[src/rtl/core/hls_lightness_saturation_adjust_macros.svh]
// Assertion macros for the HLS lightness and saturation adjuster
`ifndef HLS_LIGHTNESS_SATURATION_ADJUST_MACROS_SVH
`define HLS_LIGHTNESS_SATURATION_ADJUST_MACROS_SVH
`ifndef SYNTHESIS
// Same-cycle implication, sampled on clk, quiet during reset
`define HLSA_ASSERT(lbl, ante, cons) \
	lbl: assert property (@(posedge clk) disable iff (!arst_n) (ante) |-> (cons)) \
		else $error("hlsa: same-cycle check failed");
// Next-cycle implication, sampled on clk, quiet during reset
`define HLSA_ASSERT_NEXT(lbl, ante, cons) \
	lbl: assert property (@(posedge clk) disable iff (!arst_n) (ante) |=> (cons)) \
		else $error("hlsa: next-cycle check failed");
`else
`define HLSA_ASSERT(lbl, ante, cons)
`define HLSA_ASSERT_NEXT(lbl, ante, cons)
`endif
`endif

[src/rtl/core/hlsa_div.sv]
// Pipelined restoring divider, a few quotient bits per stage
module hlsa_div #(
	parameter int NW    = 25,
	parameter int DW    = 9,
	parameter int QW    = 17,
	parameter int SW    = 8,
	parameter int STEPS = 2
) (
	input  logic          clk,
	input  logic          arst_n,
	input  logic          en,
	input  logic          in_valid,
	input  logic [NW-1:0] num,
	input  logic [DW-1:0] den,
	input  logic [SW-1:0] side,
	output logic          out_valid,
	output logic [QW-1:0] quo,
	output logic [SW-1:0] out_side
);

	localparam int NST = (QW + STEPS - 1) / STEPS;
	localparam int TW  = DW + QW;
	localparam int CW  = (NW > TW) ? NW : TW;

	logic          vld_s  [0:NST];
	logic [NW-1:0] rem_s  [0:NST];
	logic [QW-1:0] quo_s  [0:NST];
	logic [DW-1:0] den_s  [0:NST];
	logic [SW-1:0] side_s [0:NST];

	assign vld_s[0]  = in_valid;
	assign rem_s[0]  = num;
	assign quo_s[0]  = '0;
	assign den_s[0]  = den;
	assign side_s[0] = side;

	for (genvar k = 0; k < NST; k++) begin : g_stage
		logic [NW-1:0] rc [0:STEPS];
		logic [QW-1:0] qc [0:STEPS];

		assign rc[0] = rem_s[k];
		assign qc[0] = quo_s[k];

		// Resolve STEPS quotient bits, most significant first
		for (genvar j = 0; j < STEPS; j++) begin : g_step
			localparam int POS = QW - 1 - (k * STEPS + j);
			if (POS >= 0) begin : g_bit
				logic [CW-1:0] trial;
				logic          take;
				assign trial     = CW'(den_s[k]) << POS;
				assign take      = CW'(rc[j]) >= trial;
				assign rc[j + 1] = take ? NW'(CW'(rc[j]) - trial) : rc[j];
				assign qc[j + 1] = qc[j] | (QW'(take) << POS);
			end else begin : g_pass
				assign rc[j + 1] = rc[j];
				assign qc[j + 1] = qc[j];
			end
		end

		// Advance valid with the beat
		always_ff @(posedge clk or negedge arst_n) begin
			if (!arst_n) begin
				vld_s[k + 1] <= 1'b0;
			end else if (en) begin
				vld_s[k + 1] <= vld_s[k];
			end
		end

		// Advance payload
		always_ff @(posedge clk) begin
			if (en) begin
				rem_s[k + 1]  <= rc[STEPS];
				quo_s[k + 1]  <= qc[STEPS];
				den_s[k + 1]  <= den_s[k];
				side_s[k + 1] <= side_s[k];
			end
		end
	end

	assign out_valid = vld_s[NST];
	assign quo       = quo_s[NST];
	assign out_side  = side_s[NST];

endmodule

[config.mk]
export PLATFORM = sky130hd
export DESIGN_NAME = hlsa_div
export DESIGN_NICKNAME = d
export VERILOG_FILES = /design/src/rtl/core/hls_lightness_saturation_adjust_macros.svh /design/src/rtl/core/hlsa_div.sv
export SDC_FILE = /design/constraint.sdc
export NUM_CORES = 1
export LEC_CHECK = 0
export BUFFER_PORTS_ARGS = -buffer_cell sky130_fd_sc_hd__buf_2
export CAP_MARGIN = 10
export CORE_UTILIZATION = 55
export DETAILED_ROUTE_END_ITERATION = 16
export GPL_TIMING_DRIVEN = 0
export PLACE_DENSITY = 0.69
export SYNTH_ARGS = -nofsm -noshare
export SYNTH_HDL_FRONTEND = slang
export SYNTH_SLANG_ARGS = --single-unit
[constraint.sdc]
create_clock -name clk -period 7.7 [get_ports clk]
set_clock_uncertainty 0.1 [all_clocks]
set_input_delay 0.385 -clock clk [delete_from_list [all_inputs] [get_ports clk]]
set_output_delay 0.385 -clock clk [all_outputs]
set_load 0.01 [all_outputs]
* Word-level counts from Yosys, hierarchy flattened
Index checks and enable logic that the tools add are counted.
** Storage, ports and cells
- Register bits :: 506
- Input bits :: 46
- Output and inout bits :: 26
- Logic and storage cells :: 108
** Cells by class
- Add/subtract/negate cells :: 16
- $lt $le $gt $ge :: 17
- Muxes and demuxes :: 16
- Bitwise gates (word level) :: 16
** Operators with widths (count)
- $mux W25 :: 16
- $ge A25 B10 Y1 :: 1
- $ge A25 B11 Y1 :: 1
- $ge A25 B12 Y1 :: 1
- $ge A25 B13 Y1 :: 1
- $ge A25 B14 Y1 :: 1
- $ge A25 B15 Y1 :: 1
- $ge A25 B16 Y1 :: 1
- $ge A25 B17 Y1 :: 1
- $ge A25 B18 Y1 :: 1
- $ge A25 B19 Y1 :: 1
- $ge A25 B20 Y1 :: 1
- $ge A25 B21 Y1 :: 1
- $ge A25 B22 Y1 :: 1
- $ge A25 B23 Y1 :: 1
- $ge A25 B24 Y1 :: 1
- $ge A25 B25 Y1 :: 1
- $ge A25 B9 Y1 :: 1
- $sub A25 B10 Y25 :: 1
- $sub A25 B11 Y25 :: 1
- $sub A25 B12 Y25 :: 1
- $sub A25 B13 Y25 :: 1
- $sub A25 B14 Y25 :: 1
- $sub A25 B15 Y25 :: 1
- 26 further kinds :: 26

* Longest topological paths before layout
- Word-level depth :: 4
- Mapped depth :: 22
- Depth with buffers taken out :: 21

* Worst setup path before layout
OpenSTA, ideal clock, no wires.
- Kind :: register -> register
- From :: register den_s[19] in the netlist's numbering
- To :: register rem_s, in the netlist g_stage[8].rc[53] (data pin)
- Setup time :: 0.260 ns
- Arrival time :: 5.015 ns
- Data required time :: 7.340 ns
- Slack :: 2.325 ns
- Cell stages (with the launch flop) :: 21
- Path buffers :: 3
- Clock period less this slack :: 5.375 ns
- Path through :: edfxtp_1 > inv_1 > ha_1 > nor2b_1 > o31a_1 > o31ai_1 > clkbuf_1 > nand2_1 > clkbuf_1 > mux2_2 > ha_1 > nor2b_1 > o21ai_0 > a21boi_0 > nor3_1 > o21bai_1 > a311oi_1 > and2_1 > clkbuf_2 > nand2_1 > mux2_2
** RTL lines
- start, declared :: RTL line hlsa_div.sv:28 : logic [DW-1:0] den_s [0:NST];
- start signal, assigned by index :: RTL line hlsa_div.sv:74 : den_s[k + 1] <= den_s[k];
- end signal, assigned by index :: RTL line hlsa_div.sv:72 : rem_s[k + 1] <= rc[STEPS];
- end, declared :: RTL line hlsa_div.sv:26 : logic [NW-1:0] rem_s [0:NST];

==> results.txt <==
leakage = 10.9 nW
total grt overflow = 0
detailed placement HPWL = 39900 um
Critical Path Start Type = flip-flop
# Post-CTS Setup Buffers = 0
post-detailed-route via-to-cell ratio = 5.82
via count of the first global-routing pass = 17400
via total after detailed routing = 17600
Final Hold Vio Count = 0
total wire length after detailed routing = 52900 um
category of the most critical setup path = flip-flop to flip-flop
most common library cell in the layout ignoring fill and taps = sky130_fd_sc_hd__edfxtp_1
combinational share of power = 0.479
routed length per placed instance = 17.5 um
number of I/O port buffers = 71
flip-flop and latch count after synthesis = 442
Post-Synthesis Mean Instance Area = 11.5 um^2
Max Cap Viol = 0
final cycle utilization of the critical path = 0.928
Max Transition Viols Final = 0
Final nets = 2604
final number of setup-violating endpoints = 0
largest net degree at the start of global routing = 139
row count = 78
post-synthesis instance area = 0.0257 mm^2
largest voltage drop on the vdd net = 0.276 mV
number of instances in the synthesized netlist = 2232
power share of the sequential group = 0.324
H-tree lvl count = 2
capturing element type of the critical path = flip-flop
async set-or-reset flop fraction in the synthesized netlist = 0.0204
die width = 218 um
Power Density = 390 mW/mm^2
DIE AREA = 0.0476 mm^2
warnings from Yosys = 0
Largest stage delay, worst path = 0.79 ns
gr usage total = 0.227
net switching power = 4.24 mW
post-route DRC violation count = 0
setup slack after placement = 0.748 ns
wire length of the first global-routing pass = 86000 um
sequential fraction of the synthesis area = 0.515
critical path buffer and inverter count = 4
Int Power = 6.97 mW
f_max = 140 MHz
antenna violations before repair = 3
Clock Pin Slew Worst Setup and Hold Paths = 0.05 ns
net count after synthesis = 2447
highest-count cells in the layout ignoring fill and taps = 433 x sky130_fd_sc_hd__edfxtp_1, 174 x sky130_fd_sc_hd__inv_1, 154 x sky130_fd_sc_hd__a21oi_1
maximum root-to-sink buffer count = 3
largest fanout on the critical path = 10
CP max-delay cell = sky130_fd_sc_hd__a311oi_1
predominant post-synthesis flop cell = sky130_fd_sc_hd__edfxtp_1
total number of clock tree sinks = 442
Inserted Clock Buffers = 46
I/O pin cnt = 72
Clock Latency Late Sink = 0.59 ns
part of the power in the clock network = 0.197
post-layout min period = 7.15 ns
Clock Root Buffer = sky130_fd_sc_hd__clkbuf_16
growth of design area from synthesis to finish = 11.9%
Hold Crit Class = input port to asynchronous set/reset pin
critical path, cell by cell = inv_1 -> ha_1 -> nor2b_1 -> o31a_1 -> o31ai_1 -> clkbuf_1 -> nand2_1 -> clkbuf_1 -> o21ai_0 -> fa_1 -> nor2b_1 -> o21ai_0 -> a21boi_0 -> nor3_1 -> o21bai_1 -> a311oi_1 -> and2_1 -> clkbuf_2 -> nand2_1 -> mux2_2
Switching Fraction = 0.378
detailed-routing iteration count for the pre-antenna-repair pass = 5
Detail Route Antenna Nets = 0
share of post-route cells with drive strength above 1 = 0.125
transition at the pin with the smallest max-transition slack = 0.943 ns
Worst Path Required = 7.94 ns
data arrival at the endpoint of the critical path = 7.39 ns
critical path's top delay family = compound AO/OA/AOI/OAI gates
Setup WS post-layout = 0.553 ns
Unique masters post-synth = 99
status = completed
Placer Congestion = 0.904
EDFF count, synth = 433
Max transition margin = 0.355
length in cells of the worst reg-to-reg path = 20
sum of internal, switching and leakage power = 11.2 mW
height of the chip = 218 um
Worst path depth = 20
RSZ-0062 raised after global routing = false
area of the core = 0.0458 mm^2
DR iter-0 viols = 1218
TritonCTS clock tree = done
effective utilization at floorplan = 0.561
-- path summary, 6_finish.rpt --
kind,startpoint,endpoint,slack [ns]
max,den_s[19]$_DFFE_PP_,g_stage[8].rc[53]$_DFFE_PP_,0.55
min,arst_n,vld_s[7]$_DFFE_PN0P_,0.07
max reg2reg,den_s[19]$_DFFE_PP_,g_stage[8].rc[53]$_DFFE_PP_,0.55
min reg2reg,side_s[55]$_DFFE_PP_,side_s[47]$_DFFE_PP_,0.32
max in group asynchronous,arst_n,vld_s[3]$_DFFE_PN0P_,7.26
min in group clk,en,g_stage[5].qc[42]$_DFFE_PP_,0.15
-- power groups by stage --
stage          clock [mW]  combinational (mW)  sequential, mW
3_5_place_dp            0                5.24            3.68
6_report             2.21                5.37            3.64
2_1_floorplan           0                4.16            3.57
3_3_place_gp            0                5.12            3.69
4_1_cts              2.26                5.31            3.63
5_1_grt              2.35                5.94            3.69
-- worst reg2reg max path, cell delays in order, from the launching register on --
cell	delay, ns
sky130_fd_sc_hd__edfxtp_1	0.45
sky130_fd_sc_hd__inv_1	0.16
sky130_fd_sc_hd__ha_1	0.26
sky130_fd_sc_hd__nor2b_1	0.15
sky130_fd_sc_hd__o31a_1	0.30
sky130_fd_sc_hd__o31ai_1	0.70
sky130_fd_sc_hd__clkbuf_1	0.49
sky130_fd_sc_hd__nand2_1	0.37
sky130_fd_sc_hd__clkbuf_1	0.33
sky130_fd_sc_hd__o21ai_0	0.48
sky130_fd_sc_hd__fa_1	0.32
sky130_fd_sc_hd__nor2b_1	0.06
sky130_fd_sc_hd__o21ai_0	0.21
sky130_fd_sc_hd__a21boi_0	0.19
sky130_fd_sc_hd__nor3_1	0.26
sky130_fd_sc_hd__o21bai_1	0.19
sky130_fd_sc_hd__a311oi_1	0.80
sky130_fd_sc_hd__and2_1	0.23
sky130_fd_sc_hd__clkbuf_2	0.15
sky130_fd_sc_hd__nand2_1	0.29
sky130_fd_sc_hd__mux2_2	0.40
-- kinds of logic after synthesis --
logic type / count (synthesis) / share of synthesized area
mux: 106 / 0.0472
buf+inv: 225 / 0.0356
simple gates: 601 / 0.126
compound gates: 533 / 0.137
fa+ha+maj: 170 / 0.0874
xor+xnor: 155 / 0.0528
flops: 442 / 0.515
-- layer usage --
layer,vias to the layer above,share of wire,wire length (um),track usage
met4,2,0.033,1730,0.0907
met1,8345,0.43,22900,0.286
li1,8738,-,-,-
met2,419,0.48,25600,0.391
met5,-,0.00023,12,0
met3,112,0.050,2630,0.0328
-- area by class of cell --
cell class,instances,area [um^2]
well taps,600,751
plain buffers,49,253
multi-input cells,1565,11500
flip-flops and latches,442,13200
inverters,176,663
fillers,3524,17000
clock inverters,26,318
repair buffers,109,793
diodes,1,2.50
clock buffers,59,1200
-- sequential cells by signal, indices dropped and copies added (netlist names) --
name        count
out_side        8
quo            17
out_valid       1
g_stage.qc     72
den_s          72
side_s         64
vld_s           8
g_stage.rc    200
-- through the flow --
step | utilization | std cells | hold WS, ns | TNS [ns] | cell area, um^2
4_1_cts | 0.628 | 3025 | 0.0483 | 0 | 28800
3_3_place_gp | 0.586 | 2903 | 0.138 | -0.846 | 26800
2_1_floorplan | - | 2232 | -0.0106 | 0 | 25700
3_5_place_dp | 0.588 | 2906 | 0.140 | 0 | 26900
5_1_grt | 0.628 | 3026 | 0.0977 | 0 | 28800
6_report | 0.628 | 3027 | 0.0684 | 0 | 28800
-- repair_timing --
item | in CTS | in global routing
endpoints found under the hold margin | 42 | 0
hold buffers | 34 | 0
gates resized for setup | 0 | 0
-- synth_stat cells (7+ instances only) --
library cell	count	area share
sky130_fd_sc_hd__nand4_1	28	0.0068
sky130_fd_sc_hd__edfxtp_1	433	0.51
sky130_fd_sc_hd__o21ai_0	107	0.021
sky130_fd_sc_hd__o21a_1	28	0.0082
sky130_fd_sc_hd__ha_1	153	0.075
sky130_fd_sc_hd__a31o_2	8	0.0027
sky130_fd_sc_hd__fa_1	16	0.012
sky130_fd_sc_hd__nor3_1	56	0.011
sky130_fd_sc_hd__and2_1	16	0.0039
sky130_fd_sc_hd__dfrtp_1	9	0.0088
sky130_fd_sc_hd__a211oi_1	25	0.0073
sky130_fd_sc_hd__xor2_1	45	0.015
sky130_fd_sc_hd__nor2b_1	30	0.0073
sky130_fd_sc_hd__a311oi_1	9	0.0031
sky130_fd_sc_hd__nand4b_1	9	0.0031
sky130_fd_sc_hd__o31a_1	8	0.0027
sky130_fd_sc_hd__nand2_1	100	0.015
sky130_fd_sc_hd__and3_1	10	0.0024
sky130_fd_sc_hd__nor2_1	148	0.022
sky130_fd_sc_hd__xnor2_1	110	0.037
sky130_fd_sc_hd__mux2i_1	18	0.0070
sky130_fd_sc_hd__o21bai_1	15	0.0044
sky130_fd_sc_hd__or3_1	22	0.0054
sky130_fd_sc_hd__o211ai_1	15	0.0044
sky130_fd_sc_hd__buf_4	10	0.0029
sky130_fd_sc_hd__a21boi_0	8	0.0023
sky130_fd_sc_hd__mux2_4	11	0.0064
sky130_fd_sc_hd__clkbuf_1	28	0.0041
sky130_fd_sc_hd__mux2_2	77	0.034
sky130_fd_sc_hd__or4_1	9	0.0026
sky130_fd_sc_hd__nor4_1	33	0.0080
sky130_fd_sc_hd__inv_1	174	0.025
sky130_fd_sc_hd__nand2b_1	18	0.0044
sky130_fd_sc_hd__and4_1	7	0.0024
sky130_fd_sc_hd__nand3_1	45	0.0088
sky130_fd_sc_hd__a21o_1	59	0.017
sky130_fd_sc_hd__a31oi_1	17	0.0041
sky130_fd_sc_hd__o31ai_1	11	0.0032
sky130_fd_sc_hd__or2_2	23	0.0056
sky130_fd_sc_hd__a21oi_1	154	0.030
No activity file was read; power rests on OpenSTA's default activity.
