[src/rtl/core/hls_lightness_saturation_adjust_macros.svh]
// Assertion macros for the HLS lightness and saturation adjuster
`ifndef HLS_LIGHTNESS_SATURATION_ADJUST_MACROS_SVH
`define HLS_LIGHTNESS_SATURATION_ADJUST_MACROS_SVH
`ifndef SYNTHESIS
// Same-cycle implication, sampled on clk, quiet during reset
`define HLSA_ASSERT(lbl, ante, cons) \
	lbl: assert property (@(posedge clk) disable iff (!arst_n) (ante) |-> (cons)) \
		else $error("hlsa: same-cycle check failed");
// Next-cycle implication, sampled on clk, quiet during reset
`define HLSA_ASSERT_NEXT(lbl, ante, cons) \
	lbl: assert property (@(posedge clk) disable iff (!arst_n) (ante) |=> (cons)) \
		else $error("hlsa: next-cycle check failed");
`else
`define HLSA_ASSERT(lbl, ante, cons)
`define HLSA_ASSERT_NEXT(lbl, ante, cons)
`endif
`endif

[src/rtl/core/hlsa_pkg.sv]
// Shared constants and types of the HLS lightness and saturation adjuster
package hlsa_pkg;

	// Q0.16 unit and Q9.8 hue angles
	localparam int UNIT_Q     = 65536;
	localparam int HALF_Q     = 32768;
	localparam int HUE_FULL_Q = 92160;
	localparam int HUE_60_Q   = 15360;
	localparam int HUE_120_Q  = 30720;
	localparam int HUE_180_Q  = 46080;
	localparam int HUE_240_Q  = 61440;

	// Widths
	localparam int Q_W   = 17;
	localparam int HQ_W  = 17;
	localparam int T_W   = 19;
	localparam int COF_W = 14;

	// Divider shape
	localparam int DIV_NW        = 25;
	localparam int DIV_DW        = 9;
	localparam int DIV_QW        = 17;
	localparam int DIV_STEPS_DEF = 2;

	// Reciprocals for division by constants
	localparam logic [15:0] DIV100_MUL = 16'd41944;
	localparam int          DIV100_SH  = 22;
	localparam logic [9:0]  DIV3_MUL   = 10'd683;
	localparam int          DIV3_SH    = 11;
	localparam logic [34:0] HQ_MUL     = 35'd24253937664;
	localparam int          HQ_SH      = 26;
	localparam logic [22:0] DIV15_MUL  = 23'd4473925;
	localparam int          DIV15_SH   = 26;

	// Ramp segment of a channel angle
	typedef enum logic [1:0] {
		RG_UP,
		RG_HI,
		RG_DN,
		RG_LO
	} region_t;

	// Grey override carried beside a channel
	typedef struct packed {
		logic       grey;
		logic [7:0] l8;
	} grey_t;

endpackage

[src/rtl/core/hlsa_ramp.sv]
// One output channel of the HLS-to-RGB ramp, four register stages
module hlsa_ramp (
	input  logic                         clk,
	input  logic                         arst_n,
	input  logic                         en,
	input  logic                         in_valid,
	input  logic [hlsa_pkg::Q_W-1:0]     rm1,
	input  logic [hlsa_pkg::Q_W-1:0]     rm2,
	input  logic [hlsa_pkg::HQ_W-1:0]    t,
	input  hlsa_pkg::grey_t              side,
	output logic                         out_valid,
	output logic [7:0]                   chan
);

	import hlsa_pkg::*;

	logic                  v_s1, v_s2, v_s3, v_s4;
	region_t               rg_s1, rg_s2;
	logic [COF_W-1:0]      cof_s1;
	logic [Q_W-1:0]        dif_s1;
	logic [Q_W-1:0]        rm1_s1, rm1_s2;
	logic [Q_W-1:0]        rm2_s1, rm2_s2;
	logic [30:0]           prod_s2;
	logic [Q_W-1:0]        v_val_s3;
	grey_t                 side_s1, side_s2, side_s3;
	logic [7:0]            chan_s4;

	region_t               rg;
	logic [COF_W-1:0]      cof;
	logic [19:0]           z;
	logic [Q_W-1:0]        q;
	logic [Q_W-1:0]        v_val;
	logic [7:0]            byte_v;

	// Pick the segment and its distance from the ramp end
	always_comb begin
		priority if (t < HQ_W'(HUE_60_Q)) begin
			rg  = RG_UP;
			cof = COF_W'(t);
		end else if (t < HQ_W'(HUE_180_Q)) begin
			rg  = RG_HI;
			cof = '0;
		end else if (t < HQ_W'(HUE_240_Q)) begin
			rg  = RG_DN;
			cof = COF_W'(HQ_W'(HUE_240_Q) - t);
		end else begin
			rg  = RG_LO;
			cof = '0;
		end
	end

	// Divide the slope product by 15360: shift out 1024, then times 1/15
	assign z = 20'(prod_s2 >> 10);
	assign q = Q_W'((43'(z) * 43'(DIV15_MUL)) >> DIV15_SH);

	always_comb begin
		unique case (rg_s2)
			RG_UP, RG_DN: v_val = rm1_s2 + q;
			RG_HI:        v_val = rm2_s2;
			RG_LO:        v_val = rm1_s2;
			default:      v_val = rm1_s2;
		endcase
	end

	// Scale back to a byte
	assign byte_v = 8'((25'(v_val_s3) * 25'd255) >> 16);

	always_ff @(posedge clk or negedge arst_n) begin
		if (!arst_n) begin
			v_s1 <= 1'b0;
			v_s2 <= 1'b0;
			v_s3 <= 1'b0;
			v_s4 <= 1'b0;
		end else if (en) begin
			v_s1 <= in_valid;
			v_s2 <= v_s1;
			v_s3 <= v_s2;
			v_s4 <= v_s3;
		end
	end

	always_ff @(posedge clk) begin
		if (en) begin
			rg_s1    <= rg;
			cof_s1   <= cof;
			dif_s1   <= rm2 - rm1;
			rm1_s1   <= rm1;
			rm2_s1   <= rm2;
			side_s1  <= side;
			rg_s2    <= rg_s1;
			prod_s2  <= 31'(dif_s1) * 31'(cof_s1);
			rm1_s2   <= rm1_s1;
			rm2_s2   <= rm2_s1;
			side_s2  <= side_s1;
			v_val_s3 <= v_val;
			side_s3  <= side_s2;
			chan_s4  <= side_s3.grey ? side_s3.l8 : byte_v;
		end
	end

	assign out_valid = v_s4;
	assign chan      = chan_s4;

endmodule

[config.mk]
export PLATFORM = sky130hd
export DESIGN_NAME = hlsa_ramp
export DESIGN_NICKNAME = d
export VERILOG_FILES = /design/src/rtl/core/hls_lightness_saturation_adjust_macros.svh /design/src/rtl/core/hlsa_pkg.sv /design/src/rtl/core/hlsa_ramp.sv
export SDC_FILE = /design/constraint.sdc
export NUM_CORES = 1
export LEC_CHECK = 0
export ABC_AREA = 1
export ABC_CLOCK_PERIOD_IN_PS = 12680
export BUFFER_PORTS_ARGS = -buffer_cell sky130_fd_sc_hd__buf_4
export CELL_PAD_IN_SITES_DETAIL_PLACEMENT = 1
export CELL_PAD_IN_SITES_GLOBAL_PLACEMENT = 2
export CORE_AREA = 2 2 234 236
export CTS_BUF_LIST = sky130_fd_sc_hd__clkbuf_8
export CTS_CLUSTER_DIAMETER = 30
export DETAILED_ROUTE_END_ITERATION = 6
export DIE_AREA = 0 0 236 238
export GPL_TIMING_DRIVEN = 0
export PLACE_DENSITY_LB_ADDON = 0.1
export SETUP_SLACK_MARGIN = 0.2
export SLEW_MARGIN = 10
export SYNTH_ARGS = -nofsm -noshare
export SYNTH_HDL_FRONTEND = slang
export SYNTH_SLANG_ARGS = --single-unit
export TNS_END_PERCENT = 5
[constraint.sdc]
create_clock -name clk -period 12.68 [get_ports clk]
set_clock_uncertainty 0.2 [all_clocks]
set_input_delay 0.634 -clock clk [delete_from_list [all_inputs] [get_ports clk]]
set_output_delay 0.634 -clock clk [all_outputs]
set_load 0.005 [all_outputs]
# After elaboration in Yosys (flattened, before gate mapping)

Index checks and enable logic that the tools add are counted.

Register bits after elaboration: 189
Input bits: 64
Output and inout port bits: 9
Word-level logic and storage cells: 44

Add/sub/neg operators: 3
Multipliers: 3
$lt $le $gt $ge: 3
Equality and inequality tests: 3
Mux-type cells: 7
Reductions and logical operators: 3

Operators with widths:

| cell                                                                    | count |
|---|---|
| 17-bit case mux with 3 select lines                                     | 1 |
| 20-bit by 23-bit multiplier with 43-bit output (second input constant)  | 1 |
| 14-bit 2-to-1 mux                                                       | 3 |
| 17-bit by 16-bit < comparator with 1-bit output (second input constant) | 2 |
| 17-bit by 14-bit multiplier with 30-bit output                          | 1 |
| 17-bit by 8-bit multiplier with 24-bit output (second input constant)   | 1 |
| 17-bit adder                                                            | 1 |
| 17-bit by 14-bit < comparator with 1-bit output (second input constant) | 1 |
| 17-bit subtractor                                                       | 1 |
| 14-bit subtractor (first input constant)                                | 1 |
| 8-bit 2-to-1 mux                                                        | 1 |
| 2-bit == test (second input constant)                                   | 2 |
| 2-bit OR reduction                                                      | 2 |
| 2-bit by 1-bit == test with 1-bit output (second input constant)        | 1 |
| 2-bit zero test                                                         | 1 |
| 1-bit 2-to-1 mux                                                        | 2 |

# Depth between registers and ports, before layout

Word-level depth: 4
Gate-level depth with buffers: 35
Gate-level depth less buffers: 35

# Least setup slack after synthesis

No wires, ideal clock.

Path type: register to register
Start: reg prod_s2[25]
End: reg v_val_s3[10], data pin
Library setup time: 0.259 ns
Arrival time: 5.671 ns
Data required time: 12.221 ns
Setup slack: 6.550 ns
Cell stages (with the launch flop): 30
Buffers on the path: 0
Clock period less this slack: 6.130 ns
Path through: edfxtp_1 > ha_1 > fa_1 > inv_1 > fa_1 > fa_1 > fa_1 > inv_1 > fa_1 > ha_1 > nand2_1 > nor2_1 > nand3_1 > nor2_1 > nand2_1 > nand3_1 > xor2_1 > ha_1 > inv_1 > fa_1 > inv_1 > nand3_1 > nand2_1 > a21boi_0 > o21ai_0 > nand3_1 > nand2_1 > nand2_1 > nand2_1 > o21bai_1

Word-level cells in the longest chain between the ends: 3

RTL lines:

| element                                        | line            | text |
|---|---|---|
| from (decl)                                    | hlsa_ramp.sv:23 | `logic [30:0] prod_s2;` |
| from (signal assigned)                         | hlsa_ramp.sv:91 | `prod_s2 <= 31'(dif_s1) * 31'(cof_s1);` |
| 20-bit by 23-bit multiplier with 43-bit output | hlsa_ramp.sv:54 | `assign q = Q_W'((43'(z) * 43'(DIV15_MUL)) >> DIV15_SH);` |
| 17-bit adder                                   | hlsa_ramp.sv:58 | `RG_UP, RG_DN: v_val = rm1_s2 + q;` |
| 17-bit case mux with 3 select lines            | hlsa_ramp.sv:57 | `unique case (rg_s2)` |
| via v_val[10]                                  | hlsa_ramp.sv:32 | `logic [Q_W-1:0] v_val;` |
| to (signal assigned)                           | hlsa_ramp.sv:95 | `v_val_s3 <= v_val;` |
| to (decl)                                      | hlsa_ramp.sv:24 | `logic [Q_W-1:0] v_val_s3;` |

The timed path passes the listed nets, and every way through them passes these cells.
A chain may end at the register's enable or synchronous reset.

# Worst setup path in the final report

Start: reg prod_s2[27]
End: reg v_val_s3[10], data pin

Same word-level chain as after synthesis.

==> impl_metrics.py <==
metrics = {
    "synthesis": {
        "synthXorXnorAreaFrac_pct": 2.269,
        "ys_ff_latch": 179,
        "yosysWarnings": 0,
        "async_flop_share_pct": 2.235,
        "synth.area.mux_share_pct": 0,
        "synthCells": 2736,
        "synth_adder_area_share_pct": 42.18,
        "ys_seq_area_share_pct": 22.38,
        "avgSynthCellArea_um2": 8.746,
        "synth-edff-count": 175,
        "synth_top_family_by_area": "adder cells",
        "yosys_most_used_dff": "edfxtp_1",
        "syn-cell-area_um2": 23930,
        "ys_types": 45,
        "synth_nets": 3423,
        "yosys.area_share.simple_pct": 15.40,
        "synth_compound_area_share_pct": 6.583,
    },
    "worst_setup_path": {
        "reg2reg_from": "prod_s2[27]$_DFFE_PP_",
        "arrival_ns": 7.31,
        "cp-end-kind": "flop",
        "slowest_delay_ns": 0.53,
        "crit_fanout": 5,
        "cpMostUsedCell": "fa_1",
        "ff2ff_path_depth": 32,
        "timing.rr.end": "v_val_s3[10]$_DFFE_PP_",
        "critical_path_class": "reg -> reg",
        "cp_num_buf_inv": 6,
        "critPathRequiredTime_ns": 12.78,
        "reg2reg_slack_ns": 5.47,
        "crit_path_start_kind": "flop",
        "crit_family": "adder cells",
        "worst_path_max_delay_cell": "fa_1",
    },
    "clock_tree": {
        "cts_buffers": 17,
        "cts_setup_buffers": 0,
        "worstSkewPairLatency_ns": 0.53,
        "clockBufferDepth": 2,
        "clock_sinks": 179,
        "cts_tree": "yes",
        "cts-htree-levels": 4,
        "root_buffer": "clkbuf_8",
        "clk_pin_slew_worst_paths_ns": 0.11,
    },
    "layout": {
        "area_growth_pct": 7.869,
        "fin_nets": 3516,
        "drive_above_1_share_pct": 4.750,
        "post-route-util_pct": 48.25,
    },
    "routing": {
        "wl_per_cell_um": 19.55,
        "drc_errors": 0,
        "wl_met1_mm": 32.56,
        "vias_per_cell": 5.138,
        "vias": 18180,
        "drtIter0Drc": 861,
        "met2_length_mm": 32.58,
        "wl_met3_mm": 1.849,
        "routed.top_layer": "met4",
        "first_pass_iters": 5,
        "ant_nets": 0,
        "routed_wl_mm": 69.17,
    },
    "min_path": {
        "min_to": "side_s1[7]$_DFFE_PP_",
        "hold-path-cell-count": 1,
        "hold_class": "in -> reg",
        "hp-start": "side[7]",
    },
    "grt": {
        "antenna_found_initial": 1,
        "grt_max_degree": 99,
        "overflow": 0,
        "first_global_vias": 20090,
        "grtUsageTotal_pct": 25.63,
        "grt_pass1_wl_mm": 110.2,
    },
    "sta": {
        "hold_viol": 0,
        "slew_headroom_pct": 42.81,
        "max_freq_mhz": 138.6,
        "drv_slew": 0,
        "finalSetupViolCount": 0,
        "worstMarginPinSlew_ns": 0.8579,
        "fin_setup_tns_ns": 0,
        "setup_ws_ns": 5.465,
        "rsz0062_at_grt": "false",
        "post-route-period-util_pct": 56.90,
        "period_minus_slack_ns": 7.215,
    },
    "run": {
        "cap_violations": 0,
    },
    "floorplan": {
        "coreArea_um2": 53500,
        "die_w_um": 236,
        "rows": 85,
        "num_io_pins": 73,
        "dieArea_um2": 56170,
        "initial_core_util_pct": 44.73,
        "fp.dieH_um": 238,
    },
    "placement": {
        "port_buffers": 72,
        "routabilityCongestion": 0.9110,
        "post-place-ws_ns": 5.474,
        "hpwl_mm": 60.17,
    },
    "status": {
        "outcome": "finished clean",
    },
}
metrics by stage:
step	hold WS, ns	area [um2]	std cells
final	0.06609	25810	3539
after global routing	0.02656	25810	3538
after CTS	0.01337	25810	3538
after detailed placement	0.2052	25380	3505
after global placement	0.2005	25340	3504
after floorplan	0.1384	23930	2736
state kept, by name, summed over array words and instances (netlist names):
register	count
chan	8
cof_s1	14
dif_s1	17
out_valid	1
prod_s2	20
rg_s1	2
rg_s2	2
rm1_s1	17
rm1_s2	17
rm2_s1	17
rm2_s2	17
side_s1	9
side_s2	9
side_s3	9
v_s1	1
v_s2	1
v_s3	1
v_val_s3	17
cell usage in the layout, fill, tap and decap left out, drive strengths merged, types with 2 or more instances in the layout:
cell type and n:
clkbuf 65, nand2 581, xor2 41, o21bai 15, nand4 22, ha 317
nor3 35, nor2 126, and3 3, nor4 7, bufinv 2, inv 660
a31oi 13, a21o 18, a21oi 136, o21a 6, dfrtp 4, xnor2 21
nand3b 5, o21ai 73, fa 306, clkinv 8, o211ai 4, a21boi 4
nand3 102, buf 80, a221oi 2, o31ai 5, edfxtp 175
timing repair:
action,in CTS,in global routing
hold endpoints to repair,4,0
gates resized for setup,0,0
hold buffers,1,0
cell type report:
class | count | area (um2)
repair buffers | 74 | 585.6
clock inverters | 15 | 190.2
multi-input cells | 1847 | 15900
plain buffers | 55 | 220.2
well taps | 696 | 870.8
clock buffers | 17 | 234.0
fillers | 6380 | 27680
diodes | 1 | 2.502
flip-flops and latches | 179 | 5355
inverters | 655 | 2459
kinds of logic (layout without fill, tap and decap cells):
| kind of cell | after synthesis | after routing |
|---|---|---|
| xor gates and xnor gates | 62 | 62 |
| DFF | 179 | 179 |
| adders and majority gates | 623 | 623 |
| and+or+nand+nor | 884 | 884 |
| buffers and inverters | 710 | 816 |
| AOI/OAI and AO/OA | 278 | 278 |
| other | 0 | 1 |
synthesized netlist by cell type, drive strengths merged, types with 6 or more instances:
cell    instances  share of area, %
inv           654                10
nand2         581               9.2
ha            317                17
fa            306                26
edfxtp        175                22
a21oi         136               2.8
nor2          126               2.0
nand3         102               2.2
o21ai          73               1.6
clkbuf         48              0.75
xor2           41               1.5
nor3           35              0.84
nand4          22              0.58
xnor2          21              0.77
a21o           18              0.56
o21bai         15              0.47
a31oi          13              0.34
buf             7              0.17
nor4            7              0.24
o21a            6              0.19
how the worst max path moves through the flow:
stage | start | end | slack [ns] | cells after the start
2_1_floorplan | prod_s2[25]$_DFFE_PP_ | v_val_s3[10]$_DFFE_PP_ | 6.55 | 29
3_3_place_gp | prod_s2[27]$_DFFE_PP_ | v_val_s3[16]$_DFFE_PP_ | 5.53 | 32
3_5_place_dp | prod_s2[27]$_DFFE_PP_ | v_val_s3[16]$_DFFE_PP_ | 5.47 | 32
4_1_cts | prod_s2[26]$_DFFE_PP_ | v_val_s3[14]$_DFFE_PP_ | 5.45 | 25
5_1_grt | prod_s2[27]$_DFFE_PP_ | v_val_s3[10]$_DFFE_PP_ | 5.09 | 32
6_report | prod_s2[27]$_DFFE_PP_ | v_val_s3[10]$_DFFE_PP_ | 5.47 | 32
routing by layer:
metal	global-route usage [%]	up-vias
met1	34.84	9108
met4	8.801	0
li1	-	8734
met2	42.73	245
met3	2.869	95
met5	0	-
Power is not shown: default switching activity piles up to over one toggle a cycle in this logic, so the estimate is an artifact.
